[config.mk]
export PLATFORM = sky130hd
export DESIGN_NAME = bitmap_cell_allocator_top
export DESIGN_NICKNAME = d
export VERILOG_FILES = /design/src/rtl/bca_pkg.sv /design/src/rtl/bca_ram.sv /design/src/rtl/bca_div.sv /design/src/rtl/bitmap_cell_allocator_top.sv
export VERILOG_INCLUDE_DIRS = /design/src /design/src/rtl
export SDC_FILE = /design/constraint.sdc
export NUM_CORES = 1
export LEC_CHECK = 0
export ABC_CLOCK_PERIOD_IN_PS = 11100
export BUFFER_PORTS_ARGS = -buffer_cell sky130_fd_sc_hd__buf_2
export CORE_ASPECT_RATIO = 0.9
export CORE_UTILIZATION = 45
export CTS_CLUSTER_SIZE = 20
export DETAILED_ROUTE_END_ITERATION = 16
export GPL_TIMING_DRIVEN = 0
export PLACE_DENSITY_LB_ADDON = 0.2
export SYNTH_ARGS = -nofsm -noshare
export SYNTH_HDL_FRONTEND = slang
export SYNTH_SLANG_ARGS = --single-unit
[constraint.sdc]
create_clock -name clk -period 11.1 [get_ports clk]
set_clock_uncertainty 0.05 [all_clocks]
set_input_delay 0.555 -clock clk [delete_from_list [all_inputs] [get_ports clk]]
set_output_delay 0.555 -clock clk [all_outputs]
set_load 0.05 [all_outputs]
[src/rtl/bitmap_cell_allocator_top_macros.svh]
// Assertion macros shared by the bitmap cell allocator RTL.
`ifndef BITMAP_CELL_ALLOCATOR_TOP_MACROS_SVH
`define BITMAP_CELL_ALLOCATOR_TOP_MACROS_SVH

// Check that a property holds on every clock edge outside reset.
`define BCA_CHECK(lbl, prop, msg) \
  lbl: assert property (@(posedge clk) disable iff (rst) (prop)) else $error(msg);

// Check that a condition implies a consequence in the next cycle.
`define BCA_CHECK_NEXT(lbl, ante, cons, msg) \
  lbl: assert property (@(posedge clk) disable iff (rst) (ante) |=> (cons)) else $error(msg);

`endif

[src/rtl/bca_pkg.sv]
// Package: shared constants, codes and types of the bitmap cell allocator.
`default_nettype none
package bca_pkg;

  localparam int MAP_BYTES_DEF  = 32;
  localparam int CELL_BYTES_DEF = 4;

  localparam int ADDR_W      = 32;
  localparam int STATUS_W    = 3;
  localparam int COUNT_W     = 9;
  localparam int MODE_W      = 2;
  localparam int CFG_INDEX_W = 1;

  localparam logic [ADDR_W-1:0] POOL_BASE_RESET = 32'd0;
  localparam logic [ADDR_W-1:0] POOL_LEN_RESET  = 32'd1024;
  localparam logic [7:0]        BYTE_FULL       = 8'hFF;

  // Mode codes; the high bit alone selects clear.
  localparam logic [MODE_W-1:0] MODE_ALLOC     = 2'd0;
  localparam int                MODE_CLEAR_BIT = 1;

  // Configuration register indexes.
  localparam logic [CFG_INDEX_W-1:0] CFG_POOL_BASE = 1'b0;
  localparam logic [CFG_INDEX_W-1:0] CFG_POOL_LEN  = 1'b1;

  typedef enum logic [STATUS_W-1:0] {
    ST_ALLOC   = 3'd0,
    ST_FULL    = 3'd1,
    ST_FREED   = 3'd2,
    ST_OOB     = 3'd3,
    ST_DOUBLE  = 3'd4,
    ST_CLEARED = 3'd5
  } status_t;

  typedef struct packed {
    logic busy;
    logic done;
  } div_stat_t;

endpackage
`default_nettype wire

[src/rtl/bca_ram.sv]
// Generic simple dual-port RAM with registered read.
`default_nettype none
module bca_ram #(
  parameter int WIDTH = 8,
  parameter int DEPTH = 32
) (
  input  wire logic                                  clk,
  input  wire logic                                  we,
  input  wire logic [((DEPTH > 1) ? $clog2(DEPTH) : 1)-1:0] waddr,
  input  wire logic [WIDTH-1:0]                      wdata,
  input  wire logic [((DEPTH > 1) ? $clog2(DEPTH) : 1)-1:0] raddr,
  output logic      [WIDTH-1:0]                      rdata
);

  logic [WIDTH-1:0] mem [DEPTH];

  always_ff @(posedge clk) begin
    if (we) begin
      mem[waddr] <= wdata;
    end
    rdata <= mem[raddr];
  end

endmodule
`default_nettype wire

[src/rtl/bca_div.sv]
// Divider by the constant cell size: one reciprocal multiply, product registered, then quotient registered.
`default_nettype none
module bca_div #(
  parameter int CELL_BYTES = bca_pkg::CELL_BYTES_DEF,
  parameter int QW         = 8
) (
  input  wire logic              clk,
  input  wire logic              rst,
  input  wire logic              start,
  input  wire logic [31:0]       dividend,
  output bca_pkg::div_stat_t     stat,
  output logic      [QW-1:0]     quotient
);

  // Dividends stay below CELL_BYTES << QW, so NW bits carry them. A reciprocal
  // rounded up with KW extra fraction bits gives the exact floor over that range.
  localparam int            KW         = $clog2(CELL_BYTES);
  localparam int            NW         = QW + KW;
  localparam int            SH         = NW + KW;
  localparam int            MW         = NW + 2;
  localparam logic [63:0]   RECIP_WIDE = ((64'd1 << SH) + 64'(CELL_BYTES) - 64'd1)
                                         / 64'(CELL_BYTES);
  localparam logic [MW-1:0] RECIP      = MW'(RECIP_WIDE);

  logic [NW+MW-1:0] prod;
  logic             busy;
  logic             done;

  assign stat = '{busy: busy, done: done};

  always_ff @(posedge clk) begin
    if (rst) begin
      busy <= 1'b0;
      done <= 1'b0;
    end else begin
      busy <= start;
      done <= busy;
      if (start) begin
        prod <= {{MW{1'b0}}, dividend[NW-1:0]} * {{NW{1'b0}}, RECIP};
      end
      // Keep the integer part of the scaled product.
      if (busy) begin
        quotient <= prod[SH+QW-1:SH];
      end
    end
  end

endmodule
`default_nettype wire

[src/rtl/bitmap_cell_allocator_top.sv]
// Top level of the bitmap cell allocator: sequencer, map RAM, divider and result register.
`default_nettype none
`include "bitmap_cell_allocator_top_macros.svh"
// The allocator tracks a pool of MAP_BYTES*8 cells of CELL_BYTES bytes each,
// starting at the configured pool base, with one used bit per cell kept in a
// byte-wide map RAM. Each request is one transfer on the input channel and
// produces exactly one transfer on the output channel. The block takes one
// request at a time: in_ready is high only while the sequencer is idle, but a
// finished result waits in the output register, so the next request can be
// taken before the previous result has been transferred. Allocate scans the
// map one byte per cycle through the RAM read port and ends early when a free
// cell sits in a low byte. Free runs through offset, bounds check, a
// reciprocal multiply that turns the byte offset into a cell index, map read,
// map update and result load; an out-of-bounds address goes from the check
// straight to the result load. Clear rewrites every map byte, one per cycle.
// After reset the same clearing pass runs before the first request is taken;
// configuration writes are taken at any time and must only be issued while no
// request is in flight.
module bitmap_cell_allocator_top #(
  parameter int MAP_BYTES  = bca_pkg::MAP_BYTES_DEF,
  parameter int CELL_BYTES = bca_pkg::CELL_BYTES_DEF
) (
  input  wire logic                              clk,
  input  wire logic                              rst,
  input  wire logic                              cfg_valid,
  output logic                                   cfg_ready,
  input  wire logic [bca_pkg::CFG_INDEX_W-1:0]   cfg_index,
  input  wire logic [bca_pkg::ADDR_W-1:0]        cfg_data,
  input  wire logic                              in_valid,
  output logic                                   in_ready,
  input  wire logic [bca_pkg::MODE_W-1:0]        mode,
  input  wire logic [bca_pkg::ADDR_W-1:0]        free_address,
  output logic                                   out_valid,
  input  wire logic                              out_ready,
  output logic      [bca_pkg::STATUS_W-1:0]      status,
  output logic      [bca_pkg::ADDR_W-1:0]        cell_address,
  output logic                                   zero_write_valid,
  output logic      [bca_pkg::ADDR_W-1:0]        zero_write_address,
  output logic      [bca_pkg::COUNT_W-1:0]       allocated_count
);

  localparam int NUM_CELLS = MAP_BYTES * 8;
  localparam int QW        = $clog2(NUM_CELLS);
  localparam int AW        = (MAP_BYTES > 1) ? $clog2(MAP_BYTES) : 1;
  localparam int SW        = $clog2(MAP_BYTES + 1);
  localparam int CW        = $clog2(NUM_CELLS + 1);

  localparam logic [31:0]   MAP_SPAN  = 32'(NUM_CELLS * CELL_BYTES);
  localparam logic [31:0]   CELL_STEP = 32'(CELL_BYTES);
  localparam logic [SW-1:0] SCAN_END  = SW'(MAP_BYTES);
  localparam logic [SW-1:0] LAST_CNT  = SW'(MAP_BYTES - 1);
  localparam logic [AW-1:0] LAST_BYTE = AW'(MAP_BYTES - 1);
  localparam logic [CW-1:0] COUNT_MAX = CW'(NUM_CELLS);

  typedef enum logic [3:0] {
    S_CLEAR,
    S_IDLE,
    S_SCAN,
    S_ALLOC_MUL,
    S_ALLOC_ADD,
    S_FREE_OFF,
    S_FREE_CHK,
    S_FREE_DIV,
    S_FREE_RD,
    S_FREE_UPD,
    S_RESP
  } state_t;

  state_t state;

  // Configuration registers.
  logic [31:0] pool_base;
  logic [31:0] pool_len;

  // Sequencer registers.
  logic [SW-1:0] cnt;
  logic          pend;
  logic [AW-1:0] pend_addr;
  logic          clr_report;
  logic [CW-1:0] count;
  logic [QW-1:0] hit_idx;
  logic [31:0]   prod;
  logic [31:0]   req_addr;
  logic [31:0]   offset;

  // Result held until the output register is free.
  bca_pkg::status_t res_status;
  logic [31:0]      res_cell;
  logic             res_zw_valid;
  logic [31:0]      res_zw_addr;

  // Map RAM ports.
  logic          ram_we;
  logic [AW-1:0] ram_waddr;
  logic [7:0]    ram_wdata;
  logic [AW-1:0] ram_raddr;
  logic [7:0]    ram_rdata;

  // Divider.
  logic               div_start;
  bca_pkg::div_stat_t div_stat;
  logic [QW-1:0]      quot;

  logic [AW-1:0]   free_byte;
  logic [2:0]      free_bit;
  logic [QW-1:0]   quot_byte;
  logic [2:0]      low_bit;
  logic [CW+8:0]   count_ext;
  logic [31:0]     idx_ext;
  logic            out_load;

  assign cfg_ready = 1'b1;
  assign in_ready  = (state == S_IDLE);
  assign quot_byte = quot >> 3;
  assign free_byte = AW'(quot_byte);
  assign free_bit  = quot[2:0];
  assign count_ext = {9'b0, count};
  assign idx_ext   = {{(32 - QW){1'b0}}, hit_idx};
  assign div_start = (state == S_FREE_CHK) && (offset < pool_len) && (offset < MAP_SPAN);
  // The output register takes a new result when it is empty or being emptied.
  assign out_load  = (state == S_RESP) && (!out_valid || out_ready);

  // Lowest clear bit of the byte under scan.
  always_comb begin
    low_bit = 3'd0;
    for (int b = 7; b >= 0; b--) begin
      if (!ram_rdata[b]) begin
        low_bit = 3'(b);
      end
    end
  end

  // Map RAM addressing: the scan and clear counter drives both ports by default;
  // a scan hit writes at the pending byte and the free steps take the ports over.
  always_comb begin
    ram_we    = 1'b0;
    ram_waddr = cnt[AW-1:0];
    ram_wdata = 8'h00;
    ram_raddr = cnt[AW-1:0];
    unique case (state)
      S_CLEAR: begin
        ram_we = 1'b1;
      end
      S_SCAN: begin
        if (pend && (ram_rdata != bca_pkg::BYTE_FULL)) begin
          ram_we    = 1'b1;
          ram_waddr = pend_addr;
          ram_wdata = ram_rdata | (8'b1 << low_bit);
        end
      end
      S_FREE_RD: begin
        ram_raddr = free_byte;
      end
      S_FREE_UPD: begin
        if (ram_rdata[free_bit]) begin
          ram_we    = 1'b1;
          ram_waddr = free_byte;
          ram_wdata = ram_rdata & ~(8'b1 << free_bit);
        end
      end
      default: begin
      end
    endcase
  end

  bca_ram #(
    .WIDTH (8),
    .DEPTH (MAP_BYTES)
  ) u_map (
    .clk   (clk),
    .we    (ram_we),
    .waddr (ram_waddr),
    .wdata (ram_wdata),
    .raddr (ram_raddr),
    .rdata (ram_rdata)
  );

  bca_div #(
    .CELL_BYTES (CELL_BYTES),
    .QW         (QW)
  ) u_div (
    .clk      (clk),
    .rst      (rst),
    .start    (div_start),
    .dividend (offset),
    .stat     (div_stat),
    .quotient (quot)
  );

  always_ff @(posedge clk) begin
    if (rst) begin
      state      <= S_CLEAR;
      cnt        <= '0;
      pend       <= 1'b0;
      clr_report <= 1'b0;
      count      <= '0;
      out_valid  <= 1'b0;
      pool_base  <= bca_pkg::POOL_BASE_RESET;
      pool_len   <= bca_pkg::POOL_LEN_RESET;
    end else begin
      // Configuration writes; only the two listed indexes exist.
      if (cfg_valid && cfg_ready) begin
        unique case (cfg_index)
          bca_pkg::CFG_POOL_BASE: pool_base <= cfg_data;
          bca_pkg::CFG_POOL_LEN:  pool_len  <= cfg_data;
          default: begin
          end
        endcase
      end

      // Drop the result once it has been transferred, unless a new one loads.
      if (out_valid && out_ready && !out_load) begin
        out_valid <= 1'b0;
      end

      unique case (state)
        S_CLEAR: begin
          cnt <= cnt + SW'(1);
          if (cnt == LAST_CNT) begin
            if (clr_report) begin
              res_status   <= bca_pkg::ST_CLEARED;
              res_cell     <= '0;
              res_zw_valid <= 1'b0;
              res_zw_addr  <= '0;
              state        <= S_RESP;
            end else begin
              state <= S_IDLE;
            end
          end
        end

        S_IDLE: begin
          if (in_valid) begin
            cnt      <= '0;
            pend     <= 1'b0;
            req_addr <= free_address;
            if (mode[bca_pkg::MODE_CLEAR_BIT]) begin
              clr_report <= 1'b1;
              count      <= '0;
              state      <= S_CLEAR;
            end else if (mode == bca_pkg::MODE_ALLOC) begin
              state <= S_SCAN;
            end else begin
              state <= S_FREE_OFF;
            end
          end
        end

        // Issue one read a cycle; check the byte read in the cycle before.
        S_SCAN: begin
          if (cnt != SCAN_END) begin
            cnt       <= cnt + SW'(1);
            pend      <= 1'b1;
            pend_addr <= cnt[AW-1:0];
          end else begin
            pend <= 1'b0;
          end
          if (pend) begin
            if (ram_rdata != bca_pkg::BYTE_FULL) begin
              hit_idx <= QW'({pend_addr, low_bit});
              count   <= count + CW'(1);
              state   <= S_ALLOC_MUL;
            end else if (pend_addr == LAST_BYTE) begin
              res_status   <= bca_pkg::ST_FULL;
              res_cell     <= '0;
              res_zw_valid <= 1'b0;
              res_zw_addr  <= '0;
              state        <= S_RESP;
            end
          end
        end

        S_ALLOC_MUL: begin
          prod  <= idx_ext * CELL_STEP;
          state <= S_ALLOC_ADD;
        end

        S_ALLOC_ADD: begin
          res_status   <= bca_pkg::ST_ALLOC;
          res_cell     <= pool_base + prod;
          res_zw_valid <= 1'b1;
          res_zw_addr  <= pool_base + prod;
          state        <= S_RESP;
        end

        S_FREE_OFF: begin
          offset <= req_addr - pool_base;
          state  <= S_FREE_CHK;
        end

        // Out of bounds either past the configured length or past the map.
        S_FREE_CHK: begin
          if (div_start) begin
            state <= S_FREE_DIV;
          end else begin
            res_status   <= bca_pkg::ST_OOB;
            res_cell     <= '0;
            res_zw_valid <= 1'b0;
            res_zw_addr  <= '0;
            state        <= S_RESP;
          end
        end

        S_FREE_DIV: begin
          if (div_stat.done) begin
            state <= S_FREE_RD;
          end
        end

        S_FREE_RD: begin
          state <= S_FREE_UPD;
        end

        S_FREE_UPD: begin
          res_cell <= '0;
          if (ram_rdata[free_bit]) begin
            if (count != '0) begin
              count <= count - CW'(1);
            end
            res_status   <= bca_pkg::ST_FREED;
            res_zw_valid <= 1'b1;
            res_zw_addr  <= req_addr;
          end else begin
            res_status   <= bca_pkg::ST_DOUBLE;
            res_zw_valid <= 1'b0;
            res_zw_addr  <= '0;
          end
          state <= S_RESP;
        end

        // Hold until the output register is free, then load it.
        S_RESP: begin
          if (out_load) begin
            out_valid          <= 1'b1;
            status             <= res_status;
            cell_address       <= res_cell;
            zero_write_valid   <= res_zw_valid;
            zero_write_address <= res_zw_addr;
            allocated_count    <= count_ext[8:0];
            state              <= S_IDLE;
          end
        end

        default: begin
          state <= S_IDLE;
        end
      endcase
    end
  end

  `BCA_CHECK(a_count_bound, count <= COUNT_MAX, "allocated count exceeds pool size")
  `BCA_CHECK(a_div_done_in_wait, div_stat.done |-> state == S_FREE_DIV, "divider done outside wait")
  `BCA_CHECK(a_div_busy_not_ready, div_stat.busy |-> !in_ready, "request taken while dividing")
  `BCA_CHECK(a_alloc_zero_write, (out_valid && status == bca_pkg::ST_ALLOC) |-> (zero_write_valid && zero_write_address == cell_address), "alloc without matching zero write")
  `BCA_CHECK_NEXT(a_accept_busy, in_valid && in_ready, !in_ready, "sequencer idle after transfer")

endmodule
`default_nettype wire
==> summary.md <==
| Metric | Value |
|---|---|
| Synth-to-Final Area Change | 14.9% |
| Max Clk Rate | 0.247 GHz |
| Grt total ovfl | 0 |
| Count of cell types in the netlist | 72 |
| Die height | 229 um |
| Most frequent cells in the layout | edfxtp_1, nand2_1, buf_2, a21oi_1, nor2_1 |
| Port Buf Inserts | 149 |
| Post-route ant nets | 0 |
| HPWL after DPL | 43.0 mm |
| Bufs and invs on worst path | 2 |
| Final Cycle Share | 36.4% |
| H-tree levels | 2 |
| CP peak stage delay | 700 ps |
| Final std cells w/o fill | 2931 |
| Post-synthesis instance area | 25700 um2 |
| Dpl cells | 2823 |
| Worst Path Max Fanout | 10 |
| CTS tree | built |
| Nets | 2282 |
| First-pass GRT wire length | 92.2 mm |
| Syn_nets | 2056 |
| Slew headroom | ~8% |
| Clock insertion delay at the later pin of the skew report | 630 ps |
| Status | finished clean |
| Wire length per cell | 20.8 um |
| Num CTS Buffers | 59 |
| Final Max Slew Viols | 0 |
| GPL Wtd Cong | 0.896 |
| Predominant post-synthesis flop cell | edfxtp_1 |
| CP required | about 11000 ps |
| Slew @ Worst Pin | approximately 1400 ps |
| CP Capture Type | flip-flop |
| Vias | 16100 |
| Slowest CP cell | nor2_1 |
| Final hold vios | 0 |
| Worst setup SP type | flip-flop |
| CP Data Arrival Time | 4250 ps |
| I/O pin count | 152 |
| Core box area | between 50000 and 60000 um2 |
| RSZ-0062 raised after global routing | false |
| Final Critical Period | 4040 ps |
| Largest net degree at the start of global routing | 69 |
| Cell Pwr Density | 173 nW/um2 |
| Die X | 254 um |
| Critical path class | reg -> reg |
| Setup_tns | 0 ps |
| Seq/Total Area, Yosys | 66.1% |
| Layout cells sized above 1 | 16.1% |
| Clock sinks | 598 |
| DRT iter0 DRCs | 1478 |
| Routed wire length | 61.0 mm |
| Max VDD drop | 0.118 mV |
| Clock buffer depth | 3 |
| CTS Root Cell | clkbuf_16 |
| Crit-path leading delay family | simple AND/OR/NAND/NOR gates |
| Hold crit path type | in -> reg |
| Syn Area/Cell | about 14 um2 |
| Post-CTS sizing | 0 |
| DRC viols | 0 |
| Synth Warn # | 0 |
| Vias per std cell | 5.48 |
| FF+latch count, synth | 598 |
| Fillers | around 4700 |
| Gr usage total | 21.0% |
| Max-cap viol count | 0 |
| Leakage power | between 10 and 15 nW |
| Hold Buf Count CTS | 0 |
| DRT Pass-1 Iters | 6 |
| Initial Utilization | 45.9% |
| Post-synth EDFFs | 502 |
| Clock slew at reported path FFs | 60 ps |
| FP Rows | 82 |
| Post-Synthesis Cells | 1902 |
| Post-CTS Setup Repair Bufs | 0 |
| Most common library cell in the layout ignoring fill and taps | edfxtp_1 |
| Setup-failing EPs final | 0 |
| Die ar. | around 58000 um2 |
| Number of global-route vias before repair | 15700 |
| CP Cell Sequence | buf_2, mux4_2, mux2i_1, nor2_1, buf_2, a22o_1, a21oi_2, nand3b_1, nor2_1 |
| Synth async-reset ratio | 0% |
| Initial antenna violation count | 0 |
==> metal layers <==
metal | up-vias | track usage (%) | part of all wire (%)
met4 | 0 | 5.59 | 2.1
li1 | 7531 | - | -
met3 | 98 | 3.22 | 5.8
met2 | 526 | 33.5 | 47
met1 | 7911 | 29.9 | 45
met5 | - | 0 | 0
==> cells by family after synthesis <==
logic type / after synthesis / synth area share (%)
muxes: 90 / 6.90
and+or+nand+nor: 589 / 10.4
xor gates and xnor gates: 52 / 1.77
DFF: 598 / 66.1
adders and majority gates: 82 / 4.08
AOI/OAI and AO/OA: 328 / 8.04
buffers and inverters: 162 / 2.69
other: 1 / 0.0146
==> path summary, 6_finish.rpt <==
| path | cells past startpoint | slack (ps) | startpoint | end |
|---|---|---|---|---|
| max | 9 | 7060 | u_div.quotient[0]$_DFFE_PP_ | u_map.mem[18][1]$_DFFE_PP_ |
| min | 1 | 50 | free_address[21] | req_addr[21]$_DFFE_PP_ |
| max reg2reg | 9 | 7060 | u_div.quotient[0]$_DFFE_PP_ | u_map.mem[18][1]$_DFFE_PP_ |
| min reg2reg | 0 | 360 | u_div.prod[15]$_DFFE_PP_ | u_div.quotient[3]$_DFFE_PP_ |
==> final cells by class <==
type,instances,area (um2),share of cell area [%]
repair buffers,165,943,3.19
diodes,1,2.50,0.00847
clock inverters,26,269,0.910
multi-input cells,1142,8100,27.4
well taps,756,946,3.20
plain buffers,78,377,1.27
inverters,84,315,1.07
clock buffers,81,1610,5.44
flip-flops and latches,598,17000,57.5
==> stage by stage <==
step           total power [mW]  cell area [um2]  util (%)  setup WS (ps)  hold WS (ps)
2_1_floorplan              2.99            25700         -           3920           350
6_report                   5.11            29600      52.8           7060          45.1
4_1_cts                    5.14            29600      52.8           7090          14.7
3_3_place_gp               3.17            27400      48.9           1480           352
3_5_place_dp               3.19            27700      49.4           7120           355
5_1_grt                    5.29            29600      52.8           6880          17.3
==> synth_stat cells (34+ instances only) <==
| cell | n | area [um2] |
|---|---|---|
| edfxtp_1 | 502 | 15100 |
| nand2_1 | 280 | 1050 |
| a21oi_1 | 129 | 646 |
| nor2_1 | 122 | 458 |
| dfxtp_1 | 96 | 1920 |
| inv_1 | 84 | 315 |
| ha_1 | 79 | 988 |
| a21o_1 | 57 | 428 |
| clkbuf_1 | 54 | 203 |
| mux4_2 | 54 | 1220 |
| nand3_1 | 49 | 245 |
| o21ai_0 | 37 | 185 |
| xnor2_1 | 34 | 298 |
==> power breakdown <==
| group | total [mW] | leakage (nW) | switching [mW] | internal [mW] |
|---|---|---|---|---|
| Sequential | 2.55 | 5.02 | 0.0512 | 2.50 |
| Clock | 1.96 | 0.906 | 0.851 | 1.11 |
| Combinational | 0.600 | 4.13 | 0.370 | 0.230 |
==> flip-flops by register name, summed over array words and instances (netlist names), 32 cells and up <==
name / cells
req_addr: 32
pool_len: 32
offset: 32
u_map.mem: 256
res_zw_addr: 32
cell_address: 32
res_cell: 32
pool_base: 32
zero_write_address: 32
No activity file was read; power rests on OpenSTA's default activity.
